## src/design/ibc_pkg.sv

```systemverilog
package ibc_pkg;

   localparam int SAMPLE_BITS = 16;
   localparam int AXES        = 6;
   localparam int AXIS_W      = 3;

   // Sum of up to 65535 raw counts, then the dividend of the bias average.
   localparam int SUM_W  = SAMPLE_BITS + 17;
   localparam int DIV_W  = SUM_W + 9;
   localparam int BIAS_W = DIV_W + 2;
   localparam int C_W    = BIAS_W + 1;
   localparam int HALF_W = 16;
   localparam int PROD_W = C_W + HALF_W + 1;
   localparam int ACC_W  = C_W + 33;
   localparam int STEP_W = $clog2(DIV_W + 1);

   localparam int CNT_W      = 16;
   localparam int CSR_IDX_W  = 3;
   localparam int CSR_DATA_W = 32;

   localparam logic [CSR_IDX_W-1:0] CSR_ACCEL_SCALE    = 3'd0;
   localparam logic [CSR_IDX_W-1:0] CSR_GYRO_SCALE     = 3'd1;
   localparam logic [CSR_IDX_W-1:0] CSR_GRAVITY_COUNTS = 3'd2;
   localparam logic [CSR_IDX_W-1:0] CSR_YAW_OFFSET     = 3'd3;
   localparam logic [CSR_IDX_W-1:0] CSR_CALIB_SAMPLES  = 3'd4;

   localparam logic [31:0] ACCEL_SCALE_RESET   = 32'd20554396;
   localparam logic [31:0] GYRO_SCALE_RESET    = 32'd4575275;
   localparam logic [22:0] GRAVITY_RESET       = 23'd524288;
   localparam logic [CNT_W-1:0] CALIB_RESET    = 16'd2000;

   localparam logic [AXIS_W-1:0] AXIS_ACC_Z = 3'd2;
   localparam logic [AXIS_W-1:0] AXIS_GYR_X = 3'd3;
   localparam logic [AXIS_W-1:0] AXIS_GYR_Z = 3'd5;
   localparam logic [AXIS_W-1:0] AXIS_LAST  = 3'd5;

   // Temperature: round(raw * 400 / 207) + 6400, the division by 207 done by
   // a reciprocal multiply and one correction step.
   localparam int TX_W = 25;
   localparam int TQ_W = 18;
   localparam logic [TX_W-1:0] TEMP_RECIP = 25'd20748634;
   localparam logic [8:0]      TEMP_DIV   = 9'd207;
   localparam logic [8:0]      TEMP_GAIN  = 9'd400;
   localparam logic [6:0]      TEMP_HALF  = 7'd103;
   localparam logic [13:0]     TEMP_OFS   = 14'd6400;

   typedef struct packed {
      logic                          command;
      logic signed [15:0]            temp_raw;
      logic signed [SAMPLE_BITS-1:0] acc_x_raw;
      logic signed [SAMPLE_BITS-1:0] acc_y_raw;
      logic signed [SAMPLE_BITS-1:0] acc_z_raw;
      logic signed [SAMPLE_BITS-1:0] gyr_x_raw;
      logic signed [SAMPLE_BITS-1:0] gyr_y_raw;
      logic signed [SAMPLE_BITS-1:0] gyr_z_raw;
   } ibc_item_type;

   typedef struct packed {
      logic signed [31:0] acc_x_out;
      logic signed [31:0] acc_y_out;
      logic signed [31:0] acc_z_out;
      logic signed [31:0] gyr_x_out;
      logic signed [31:0] gyr_y_out;
      logic signed [31:0] gyr_z_out;
      logic signed [15:0] temp_out;
      logic               calibrating;
      logic               calib_done;
   } ibc_result_type;

   typedef struct packed {
      logic              load;
      logic              start;
      logic              mul_lo;
      logic              mul_hi;
      logic              temp_mul;
      logic              temp_fix;
      logic              accum;
      logic              div_load;
      logic              div_step;
      logic              div_store;
      logic              out_load;
      logic [AXIS_W-1:0] axis;
   } ibc_cmd_type;

   typedef struct packed {
      logic finish;
   } ibc_status_type;

endpackage

```

## src/design/ibc_control.sv

```systemverilog
module ibc_control import ibc_pkg::*; (
   input  logic           clock,
   input  logic           reset,
   input  logic           req_valid,
   input  logic           req_command,
   output logic           req_ready,
   output logic           rsp_valid,
   input  logic           rsp_ready,
   input  ibc_status_type status,
   output ibc_cmd_type    cmd
);

   typedef enum logic [3:0] {
      S_IDLE, S_MUL_LO, S_MUL_HI, S_TEMP_MUL, S_TEMP_FIX, S_ACCUM,
      S_DIV_LOAD, S_DIV_STEP, S_DIV_STORE, S_OUT
   } state_type;

   state_type         state_ff, state_in;
   logic [AXIS_W-1:0] axis_ff, axis_in;
   logic [STEP_W-1:0] step_ff, step_in;
   logic              rsp_valid_ff, rsp_valid_in;

   always_comb begin
      state_in  = state_ff;
      axis_in   = axis_ff;
      step_in   = step_ff;
      cmd       = '0;
      cmd.axis  = axis_ff;
      req_ready = 1'b0;
      unique case (state_ff)
         S_IDLE: begin
            req_ready = 1'b1;
            if (req_valid) begin
               cmd.load = 1'b1;
               if (req_command) begin
                  cmd.start = 1'b1;
               end else begin
                  axis_in  = '0;
                  state_in = S_MUL_LO;
               end
            end
         end
         S_MUL_LO: begin
            cmd.mul_lo = 1'b1;
            state_in   = S_MUL_HI;
         end
         S_MUL_HI: begin
            cmd.mul_hi = 1'b1;
            if (axis_ff == AXIS_LAST) begin
               state_in = S_TEMP_MUL;
            end else begin
               axis_in  = axis_ff + AXIS_W'(1);
               state_in = S_MUL_LO;
            end
         end
         S_TEMP_MUL: begin
            cmd.temp_mul = 1'b1;
            state_in     = S_TEMP_FIX;
         end
         S_TEMP_FIX: begin
            cmd.temp_fix = 1'b1;
            state_in     = S_ACCUM;
         end
         S_ACCUM: begin
            cmd.accum = 1'b1;
            if (status.finish) begin
               axis_in  = '0;
               state_in = S_DIV_LOAD;
            end else begin
               state_in = S_OUT;
            end
         end
         S_DIV_LOAD: begin
            cmd.div_load = 1'b1;
            step_in      = '0;
            state_in     = S_DIV_STEP;
         end
         S_DIV_STEP: begin
            cmd.div_step = 1'b1;
            step_in      = step_ff + STEP_W'(1);
            if (step_ff == STEP_W'(DIV_W - 1)) begin
               state_in = S_DIV_STORE;
            end
         end
         S_DIV_STORE: begin
            cmd.div_store = 1'b1;
            if (axis_ff == AXIS_LAST) begin
               state_in = S_OUT;
            end else begin
               axis_in  = axis_ff + AXIS_W'(1);
               state_in = S_DIV_LOAD;
            end
         end
         S_OUT: begin
            if (!rsp_valid_ff || rsp_ready) begin
               cmd.out_load = 1'b1;
               state_in     = S_IDLE;
            end
         end
         default: state_in = S_IDLE;
      endcase
      if (cmd.out_load) begin
         rsp_valid_in = 1'b1;
      end else if (rsp_ready) begin
         rsp_valid_in = 1'b0;
      end else begin
         rsp_valid_in = rsp_valid_ff;
      end
   end

   always_ff @(posedge clock) begin
      if (reset) begin
         state_ff     <= S_IDLE;
         axis_ff      <= '0;
         step_ff      <= '0;
         rsp_valid_ff <= 1'b0;
      end else begin
         state_ff     <= state_in;
         axis_ff      <= axis_in;
         step_ff      <= step_in;
         rsp_valid_ff <= rsp_valid_in;
      end
   end

   assign rsp_valid = rsp_valid_ff;

   // The result register is only overwritten once its previous transfer is done.
   a_out_free: assert property (@(posedge clock) disable iff (reset)
      cmd.out_load |-> (!rsp_valid_ff || rsp_ready))
      else $error("result overwritten before transfer");

   a_step_range: assert property (@(posedge clock) disable iff (reset)
      (state_ff == S_DIV_STEP) |-> (step_ff < STEP_W'(DIV_W)))
      else $error("divider step count out of range");

   a_cmd_idle: assert property (@(posedge clock) disable iff (reset)
      (state_ff == S_IDLE && req_valid && req_command) |=> (state_ff == S_IDLE))
      else $error("start command left the idle state");

   a_div_axis: assert property (@(posedge clock) disable iff (reset)
      (state_ff == S_DIV_STORE) |-> (axis_ff <= AXIS_LAST))
      else $error("divider axis out of range");

endmodule

```

## config.mk

```make
export PLATFORM = sky130hd
export DESIGN_NAME = ibc_control
export DESIGN_NICKNAME = d
export VERILOG_FILES = /design/src/design/ibc_pkg.sv /design/src/design/ibc_control.sv
export SDC_FILE = /design/constraint.sdc
export NUM_CORES = 1
export LEC_CHECK = 0
export ABC_AREA = 0
export BUFFER_PORTS_ARGS = -buffer_cell sky130_fd_sc_hd__buf_2
export CAP_MARGIN = 20
export CORE_MARGIN = 1
export CORE_UTILIZATION = 48
export CTS_BUF_LIST = sky130_fd_sc_hd__clkbuf_4
export DETAILED_ROUTE_END_ITERATION = 16
export PLACE_DENSITY = 0.79
export SETUP_SLACK_MARGIN = 0.5
export SYNTH_ARGS = -nofsm -noshare
export SYNTH_HDL_FRONTEND = slang
export SYNTH_SLANG_ARGS = --single-unit
```

## constraint.sdc

```tcl
create_clock -name clock -period 3.1 [get_ports clock]
set_input_delay 0.465 -clock clock [delete_from_list [all_inputs] [get_ports clock]]
set_output_delay 0.465 -clock clock [all_outputs]
set_load 0.01 [all_outputs]
```

==> flow_summary_export.csv, run 1 <==
group,metric,value,unit
run_status,outcome,"complete, no violations",
floorplan,die_y,47.6,um
worst_setup_path,path_max_fanout,24,
clocking,path_clk_slew,0.08,ns
timing,finalSetupViolations,0,
logic_synthesis,synth-seq-area-share,0.280,
routing,drt_wl_total,2.05,mm
worst_setup_path,critPathKind,"reg -> out",
timing,skew,0.00141,ns
worst_setup_path,endpoint_kind,"output pin",
cells_and_area,drive_gt1_frac,0.203,
placed_design,dpl.hpwl,1.55,mm
grt,overflow,0,
routing,drtAntennaViolNets,0,
power_and_ir_drop,pwr-share-clk,0.272,
power_and_ir_drop,power_switching,0.000117,W
worst_setup_path,required,2.63,ns
clocking,cts_tree,"yes",
power_and_ir_drop,seq_power_share,0.523,
worst_setup_path,worstReg2RegStart,"state_ff[0]$_SDFFE_PP0P_",
grt,grt_first_pass_wirelength,3.44,mm
power_and_ir_drop,switching_share,0.305,
logic_synthesis,synth_seq_cells,14,
grt,grt_usage,0.214,
logic_synthesis,synth_top_area_cell,"dfxtp_1",
timing,tns,0,ns
placed_design,dp.cells,166,
clocking,clock_latency,0.27,ns
clocking,htreeDepth,1,
timing,maxSlewHeadroom,0.542,
cells_and_area,areaGrowthSynthToFinish,12.3,%
worst_setup_path,crit_path_start_kind,"flop",
floorplan,die_w,47.6,um
grt,antenna_found_initial,0,
placed_design,place_congestion,0.866,
clocking,postCtsSetupBuffers,0,
logic_synthesis,synthFlopType,"dfxtp_1",
clocking,cts_num_sinks,14,
power_and_ir_drop,ir_drop,0.000228,V
logic_synthesis,synth_area_leaders,"dfxtp_1 (28%), a21oi_1 (5.0%), ha_1 (5.0%)",
timing,tightest_slew,0.685,ns
floorplan,io_pins,22,
power_and_ir_drop,p_int,0.000266,W
floorplan,dieArea,2270,um^2
logic_synthesis,async_flop_share,0,
cells_and_area,num_antenna_cells,0,
power_and_ir_drop,p_leak,0.445,nW
clocking,cts_hold_buffers,0,
logic_synthesis,avgSynthCellArea,7.93,um^2
cells_and_area,fin_nets,154,
floorplan,coreArea,1960,um^2
routing,drt-vias-per-instance,5.58,
logic_synthesis,syn-num-nets,136,
grt,grt_pass1_vias,826,
cells_and_area,post-route-util,0.572,
placed_design,dpl_worst_slack,1.07,ns
cells_and_area,fill_cells,193,
worst_setup_path,r2r_slack,1.05,ns
routing,drc,0,
worst_setup_path,cp_data_arrival_time,1.89,ns
logic_synthesis,synth_cells,126,
clocking,cts_made_buffers,3,
timing,period_minus_slack,2.35,ns
hold_path,min-delay-start,"step_ff[4]$_SDFFE_PP0P_",
power_and_ir_drop,combPwrFrac,0.205,
timing,hold_viol,0,
routing,via_count,949,
logic_synthesis,yosysTopAreaCellShare,0.280,
power_and_ir_drop,pwr_density_cell,341,nW/um^2
timing,fmax,0.425,GHz
clocking,clock_path_buffers,2,
worst_setup_path,crit_start,"state_ff[0]$_SDFFE_PP0P_",
clocking,clockRootBuffer,"clkbuf_4",
job,drv_cap,0,
hold_path,min_path_type,"reg -> reg",
floorplan,std_cell_rows,16,
placed_design,portBuffers,21,
grt,grt_max_degree,25,
timing,finalMaxSlewViolations,0,
logic_synthesis,synth_edf_count,0,
floorplan,initial_core_util,0.510,
routing,dr.pass1.iters,4,
logic_synthesis,yosysUniqueCellTypes,40,
cells_and_area,fin_cells,170,
routing,drt_iter0_drc,12,
clocking,ctsResizeCount,0,
timing,setup_ws,0.747,ns
logic_synthesis,synth_warnings,0,
logic_synthesis,syn-cell-area,1000,um^2
timing,rsz0062_at_grt,"false",
timing,post-route-period-util,0.759,
routing,avgRoutedWirePerCell,12.1,um
final timing paths:
kind	end	cells after the start
max	cmd[5]	3
min	step_ff[4]$_SDFFE_PP0P_	1
max reg2reg	axis_ff[0]$_SDFFE_PP0P_	4
min reg2reg	step_ff[4]$_SDFFE_PP0P_	1
flip-flops by register name, indices dropped and copies added, names as in the netlist:
register,flops
axis_ff,3
rsp_valid,1
state_ff,4
step_ff,6
final cells by class:
cell class | count | area [um^2] | area share
Clock buffer | 3 | 22.5 | 0.0201
Clock inverter | 1 | 3.75 | 0.00334
Inverter | 5 | 18.8 | 0.0167
Multi-Input combinational cell | 99 | 658 | 0.586
Sequential cell | 14 | 280 | 0.250
Tap cell | 27 | 33.8 | 0.0301
Timing Repair Buffer | 21 | 105 | 0.0936
cells in the final DEF, fill, tap and decap left out, drive strengths merged, types with 2 or more instances in the layout:
| cell type | count |
|---|---|
| a311oi | 2 |
| nand3b | 3 |
| nor4 | 2 |
| buf | 21 |
| ha | 4 |
| and2 | 2 |
| a211oi | 2 |
| inv | 5 |
| nand2b | 7 |
| nor2 | 14 |
| nand2 | 10 |
| a21oi | 10 |
| o21ai | 4 |
| a41oi | 2 |
| nor3 | 8 |
| mux2 | 2 |
| nor3b | 3 |
| nor2b | 5 |
| nand3 | 3 |
| dfxtp | 14 |
| clkbuf | 3 |
| a31oi | 2 |
layer usage:
metal | GRT usage | vias to the layer above | share of wire
met5 | 0 | - | 0
met4 | 0.117 | 0 | 0.026
met3 | 0.0302 | 6 | 0.035
met2 | 0.342 | 22 | 0.47
met1 | 0.277 | 432 | 0.46
li1 | - | 489 | -
metrics by stage:
step | total power (W) | hold WS, ns | area (um^2)
detailed placement | 0.000283 | 0.512 | 1100
finish | 0.000382 | 0.526 | 1120
floorplan | 0.000259 | 0.475 | 1000
CTS | 0.000387 | 0.526 | 1120
global route | 0.000403 | 0.553 | 1120
global placement | 0.000279 | 0.514 | 1100
synth_stat cells (all sizes together) (3+ instances only):
cell    number
nand2b       7
o21ai        4
nor3b        3
dfxtp       14
nand2       10
clkbuf       4
buf          4
nand3        3
a21oi       10
nor3         8
nor2        14
inv          5
ha           4
nor2b        5
nand3b       3
power groups by stage:
stage / logic [W] / registers [W] / clock network (W)
final: 0.0000785 / 0.000200 / 0.000104
after global routing: 0.0000886 / 0.000202 / 0.000112
after CTS: 0.0000790 / 0.000199 / 0.000109
after detailed placement: 0.0000788 / 0.000204 / 0
after global placement: 0.0000757 / 0.000203 / 0
after floorplan: 0.0000672 / 0.000192 / 0
worst max-delay path, stage by stage, from the launching register on:
cell and delay, ns:
dfxtp_1 0.77, nand2b_1 0.31, nor2_2 0.34, buf_2 0.19
cell families after synthesis:
logic type	after synthesis	synth area share
buf+inv	13	0.0613
flops	14	0.280
compound gates	29	0.228
mux	2	0.0225
fa+ha+maj	4	0.0501
simple gates	63	0.349
xor+xnor	1	0.00876
Power figures use the tool's default switching activity.
==> run 2, diff against run 1 <==
clock period = 2.2 ns   (was 3.1 ns; I/O delays follow)
==> run 2 against run 1 <==
Non-clock buffer count grew 16. Combinational power grew 110%. First-iteration DRC count grew 140%. Largest power group unchanged.
==> flow_summary_export.csv, run 2 (synthesis results as in run 1) <==
group,metric,value,unit
routing,drt_wl_total,2.44,mm
routing,drtAntennaViolNets,0,
cells_and_area,areaGrowthSynthToFinish,30.9,%
hold_path,hold-path-cell-count,4,
cells_and_area,fin_nets,170,
timing,post-route-period-util,0.807,
grt,met1_usage,0.271,
cells_and_area,drive_gt1_frac,0.373,
cells_and_area,mostFrequentLayoutCell,"buf_2",
floorplan,coreArea,1960,um^2
worst_setup_path,required,1.87,ns
worst_setup_path,endpoint_kind,"output pin",
timing,period_minus_slack,1.78,ns
power_and_ir_drop,pwr_density_cell,438,nW/um^2
grt,antenna_found_initial,0,
worst_setup_path,r2r_slack,0.50,ns
hold_path,min_to,"state_ff[3]$_SDFFE_PP0P_",
clocking,cts_made_buffers,3,
job,drv_cap,0,
clocking,cts_tree,"yes",
timing,tightest_slew,0.455,ns
floorplan,die_w,47.6,um
cells_and_area,num_antenna_cells,0,
cells_and_area,layout_common_cells,"buf_2 (21), buf_4 (15), nor2_1 (11)",
worst_setup_path,max_stage_delay,0.41,ns
floorplan,io_pins,22,
power_and_ir_drop,p_int,0.000400,W
grt,overflow,0,
timing,skew,0.00573,ns
timing,fmax,0.563,GHz
floorplan,dieArea,2270,um^2
worst_setup_path,critPathKind,"reg -> out",
clocking,clock_path_buffers,2,
grt,use_met2,0.427,
cells_and_area,largest_reg_flops,6,
worst_setup_path,path_max_fanout,9,
routing,drt_iter0_drc,29,
run_status,outcome,"complete, no violations",
routing,drt-vias-per-instance,5.61,
routing,dr.pass1.iters,4,
grt,grt_pass1_vias,894,
worst_setup_path,r2r_cells,5,
routing,drc,0,
worst_setup_path,path_cells,"buf_4, nand2b_2, nor3_1, buf_2",
power_and_ir_drop,seq_power_share,0.473,
routing,avgRoutedWirePerCell,13.2,um
clocking,path_clk_slew,0.07,ns
power_and_ir_drop,pwr-share-clk,0.243,
timing,rsz0062_at_grt,"true",
power_and_ir_drop,p_leak,0.547,nW
placed_design,dpl.hpwl,1.54,mm
cells_and_area,top_register,"step_ff",
timing,holdWs,0.406,ns
timing,maxSlewHeadroom,0.694,
grt,top_usage_layer,"met2",
hold_path,min-delay-start,"rsp_ready",
cells_and_area,top_regs,"step_ff x6, state_ff x4, axis_ff x3",
worst_setup_path,cp_data_arrival_time,1.45,ns
timing,hold_viol,0,
grt,grt_max_degree,17,
hold_path,min_path_type,"in -> reg",
clocking,htreeDepth,1,
power_and_ir_drop,power_switching,0.000174,W
power_and_ir_drop,combPwrFrac,0.284,
routing,via_count,1037,
placed_design,portBuffers,21,
clocking,clock_latency,0.27,ns
worst_setup_path,r2r-end,"axis_ff[1]$_SDFFE_PP0P_",
clocking,cts_hold_buffers,0,
power_and_ir_drop,switching_share,0.303,
grt,grt_first_pass_wirelength,3.75,mm
worst_setup_path,worstReg2RegStart,"state_ff[0]$_SDFFE_PP0P_",
grt,grt_usage,0.232,
floorplan,die_y,47.6,um
worst_setup_path,crit_path_start_kind,"flop",
power_and_ir_drop,ir_drop,0.000293,V
worst_setup_path,crit_slowest_cell,"dfxtp_4",
timing,tns,0,ns
clocking,cts_num_sinks,14,
grt,use_met3,0.0302,
clocking,clockRootBuffer,"clkbuf_4",
timing,finalSetupViolations,0,
floorplan,std_cell_rows,16,
placed_design,place_congestion,0.840,
timing,finalMaxSlewViolations,0,
floorplan,initial_core_util,0.510,
## run 2: changes by cell type in the layout (fill, tap and decap cells not counted), sizes merged
cell | before | now
buf | 21 | 37
clkinv | 1 | 0
## run 2: power groups by stage
| stage | Sequential, W | Clock, W | Combinational (W) |
|---|---|---|---|
| 6_report | 0.000271 | 0.000140 | 0.000163 |
| 5_1_grt | 0.000273 | 0.000151 | 0.000177 |
| 4_1_cts | 0.000272 | 0.000143 | 0.000154 |
| 3_5_place_dp | 0.000284 | 0 | 0.000116 |
| 3_3_place_gp | 0.000282 | 0 | 0.000113 |
| 2_1_floorplan | 0.000271 | 0 | 0.0000947 |
## run 2: what timing repair did
action | in CTS | in global routing
pin swaps | 4 | 5
endpoints found under the setup margin | 17 | 10
resized for setup | 13 | 9
setup buffers | 8 | 6
## run 2: how the worst max path moves through the flow
stage / startpoint / endpoint / slack, ns / cells after the start
5_1_grt: state_ff[3]$_SDFFE_PP0P_ / cmd[12] / 0.39 / 4
6_report: state_ff[0]$_SDFFE_PP0P_ / cmd[11] / 0.42 / 4
2_1_floorplan: axis_ff[1]$_SDFFE_PP0P_ / axis_ff[0]$_SDFFE_PP0P_ / 0.52 / 6
4_1_cts: state_ff[1]$_SDFFE_PP0P_ / cmd[4] / 0.47 / 3
3_3_place_gp: state_ff[0]$_SDFFE_PP0P_ / axis_ff[0]$_SDFFE_PP0P_ / 0.38 / 4
3_5_place_dp: state_ff[0]$_SDFFE_PP0P_ / axis_ff[1]$_SDFFE_PP0P_ / 0.31 / 4
## run 2: area by class of cell
type / count / area [um^2]
Tap cell: 27 / 33.8
Multi-Input combinational cell: 99 / 704
Inverter: 5 / 18.8
Clock buffer: 3 / 22.5
Timing Repair Buffer: 37 / 233
Sequential cell: 14 / 297
Fill cell: 171 / 653
## run 2: worst max-delay path: cells and delay by family, from the launching register on
kind / cells / cell delay (ns)
buffers and inverters: 2 / 0.33
flip-flops: 1 / 0.41
AND/OR/NAND/NOR: 2 / 0.43
## run 2: layer usage
metal	up-vias	share of wire
li1	519	-
met1	474	0.43
met2	38	0.50
met3	6	0.058
met4	0	0.014
met5	-	0
## run 2: per-stage QoR
step	area (um^2)	std cells	total power, W	worst slack [ns]	util
2_1_floorplan	1000	126	0.000366	0.520	-
3_5_place_dp	1110	168	0.000400	0.311	0.566
5_1_grt	1310	185	0.000601	0.387	0.667
4_1_cts	1230	179	0.000569	0.468	0.629
6_report	1310	185	0.000574	0.424	0.667
3_3_place_gp	1110	168	0.000395	0.381	0.566
==> run 3, diff against run 2 <==
clock period = 1.7 ns   (was 2.2 ns; I/O delays follow)
==> run 3 against run 2 <==
The run now ends with setup timing left. Cell count up 2.7%. Clock skew grew 0.0049 ns. Setup slack worse by 0.48 ns. Largest power group unchanged. Final area rose by 18%. Utilization grew 12 points. Non-clock buffer count increased by 4. Register-to-register slack worse by 0.55 ns. Hold slack got worse by 0.066 ns. Critical endpoint is now axis_ff[0]$_SDFFE_PP0P_. Power up 50%. Global-route usage is 3.4 points higher. Critical path depth unchanged. Combinational power increased by 82%.
==> flow_summary_export.csv, run 3 (synthesis results as in run 1) <==
group,metric,value,unit
grt,grt_first_pass_wirelength,4.14,mm
floorplan,die_y,47.6,um
routing,dr.pass1.iters,4,
clocking,cts_hold_buffers,0,
placed_design,portBuffers,21,
cells_and_area,top_regs,"step_ff x6, state_ff x4, axis_ff x3",
placed_design,dp.cells,174,
routing,via_count,1137,
floorplan,io_pins,22,
floorplan,dieArea,2270,um^2
clocking,cts_made_buffers,3,
worst_setup_path,worstReg2RegStart,"state_ff[1]$_SDFFE_PP0P_",
worst_setup_path,r2r-end,"axis_ff[0]$_SDFFE_PP0P_",
power_and_ir_drop,p_leak,0.622,nW
cells_and_area,num_antenna_cells,0,
cells_and_area,largest_reg_flops,6,
hold_path,min-delay-start,"rsp_ready",
timing,finalMaxSlewViolations,0,
clocking,cts_tree,"yes",
job,drv_cap,0,
grt,grt_max_degree,17,
placed_design,dpl.hpwl,1.83,mm
worst_setup_path,path_max_fanout,8,
cells_and_area,fin_cells,190,
cells_and_area,post-route-util,0.790,
grt,grt_pass1_vias,936,
cells_and_area,fin_nets,174,
worst_setup_path,r2r_cells,4,
timing,fmax,0.570,GHz
cells_and_area,multiInputGateArea,842,um^2
floorplan,coreArea,1960,um^2
hold_path,min_to,"state_ff[3]$_SDFFE_PP0P_",
timing,maxSlewHeadroom,0.728,
routing,avgRoutedWirePerCell,18.5,um
timing,skew,0.0107,ns
placed_design,place_congestion,0.886,
cells_and_area,regArea,299,um^2
power_and_ir_drop,p_int,0.000587,W
worst_setup_path,endpoint_kind,"flop",
cells_and_area,mostFrequentLayoutCell,"buf_2",
timing,finalSetupViolations,4,
worst_setup_path,required,1.86,ns
clocking,clock_path_buffers,2,
power_and_ir_drop,seq_power_share,0.407,
run_status,outcome,"complete, but fails checks",
routing,drc,0,
clocking,htreeDepth,1,
worst_setup_path,crit_path_start_kind,"flop",
power_and_ir_drop,pwr-share-clk,0.250,
floorplan,die_w,47.6,um
timing,tightest_slew,0.405,ns
cells_and_area,fill_cells,133,
power_and_ir_drop,ir_drop,0.000420,V
timing,hold_viol,0,
routing,drt_wl_total,3.52,mm
cells_and_area,areaGrowthSynthToFinish,54.9,%
timing,rsz0062_at_grt,"true",
floorplan,initial_core_util,0.510,
clocking,cts_num_sinks,14,
timing,period_minus_slack,1.75,ns
timing,holdWs,0.340,ns
cells_and_area,drive_gt1_frac,0.546,
hold_path,hold-path-cell-count,4,
timing,post-route-period-util,1.03,
routing,drt_iter0_drc,41,
clocking,path_clk_slew,0.09,ns
worst_setup_path,r2r_slack,-0.05,ns
cells_and_area,layout_common_cells,"buf_2 (16), buf_4 (14)",
routing,drtAntennaViolNets,0,
worst_setup_path,critPathKind,"reg -> reg",
timing,setup_ws,-0.0529,ns
floorplan,std_cell_rows,16,
power_and_ir_drop,combPwrFrac,0.343,
clocking,clock_latency,0.28,ns
worst_setup_path,cp_data_arrival_time,1.91,ns
routing,drt-vias-per-instance,5.98,
placed_design,dpl_worst_slack,0.000492,ns
power_and_ir_drop,switching_share,0.320,
run_status,violations,"setup timing",
power_and_ir_drop,power_switching,0.000276,W
grt,antenna_found_initial,0,
power_and_ir_drop,total_power,0.000863,W
grt,overflow,0,
power_and_ir_drop,pwr_density_cell,557,nW/um^2
cells_and_area,top_register,"step_ff",
clocking,clockRootBuffer,"clkbuf_4",
grt,grt_usage,0.266,
hold_path,min_path_type,"in -> reg",
## run 3: cell count changes in the layout (fill, tap and decap cells not counted), moves of 2 or more
cell and delta:
a21oi_1 -2, buf_2 -5, buf_6 +8, dfxtp_1 -4, dfxtp_2 +5, nand2b_4 +2
nor2_1 -3, nor2_4 +4, nor3_1 -5, nor3_2 +4
## run 3: final cells by class
cell class              instances  share of cell area
repair buffers                 41               0.210
clock buffers                   4              0.0194
multi-input cells              99               0.544
flip-flops and latches         14               0.193
well taps                      27              0.0218
inverters                       5              0.0121
## run 3: critical path, stage by stage (launching register included)
cell and delay, ns:
dfxtp_4 0.43, nand2b_1 0.30, o32ai_4 0.14, a2111oi_4 0.39, mux2_1 0.37
## run 3: per-stage QoR
| step | cell area (um^2) | setup TNS [ns] |
|---|---|---|
| 2_1_floorplan | 1100 | 0 |
| 3_3_place_gp | 1220 | 0 |
| 4_1_cts | 1380 | 0 |
| 5_1_grt | 1550 | -0.406 |
| 6_report | 1550 | -0.0818 |
| 3_5_place_dp | 1220 | 0 |
## run 3: how the worst max path moves through the flow
stage,from,endpoint
2_1_floorplan,state_ff[2]$_SDFFE_PP0P_,axis_ff[1]$_SDFFE_PP0P_
3_3_place_gp,state_ff[1]$_SDFFE_PP0P_,axis_ff[1]$_SDFFE_PP0P_
3_5_place_dp,state_ff[1]$_SDFFE_PP0P_,axis_ff[1]$_SDFFE_PP0P_
4_1_cts,state_ff[0]$_SDFFE_PP0P_,axis_ff[1]$_SDFFE_PP0P_
5_1_grt,state_ff[0]$_SDFFE_PP0P_,axis_ff[0]$_SDFFE_PP0P_
6_report,state_ff[1]$_SDFFE_PP0P_,axis_ff[0]$_SDFFE_PP0P_
## run 3: what timing repair did
item / in CTS / in global routing
setup buffers: 9 / 3
endpoints found under the setup margin: 25 / 25
pin swaps: 9 / 8
resized for setup: 15 / 34
## run 3: power groups by stage
stage	logic [W]	registers (W)	clock network [W]
5_1_grt	0.000314	0.000352	0.000233
6_report	0.000296	0.000351	0.000215
4_1_cts	0.000235	0.000348	0.000218
2_1_floorplan	0.000155	0.000356	0
3_5_place_dp	0.000191	0.000364	0
3_3_place_gp	0.000185	0.000362	0
## run 3: per-layer routing
layer / routed length (um) / GRT usage / up-vias
li1: - / - / 527
met1: 1350 / 0.295 / 545
met2: 1900 / 0.490 / 50
met4: 119 / 0.117 / 0
met3: 148 / 0.0491 / 15
met5: 0 / 0 / -
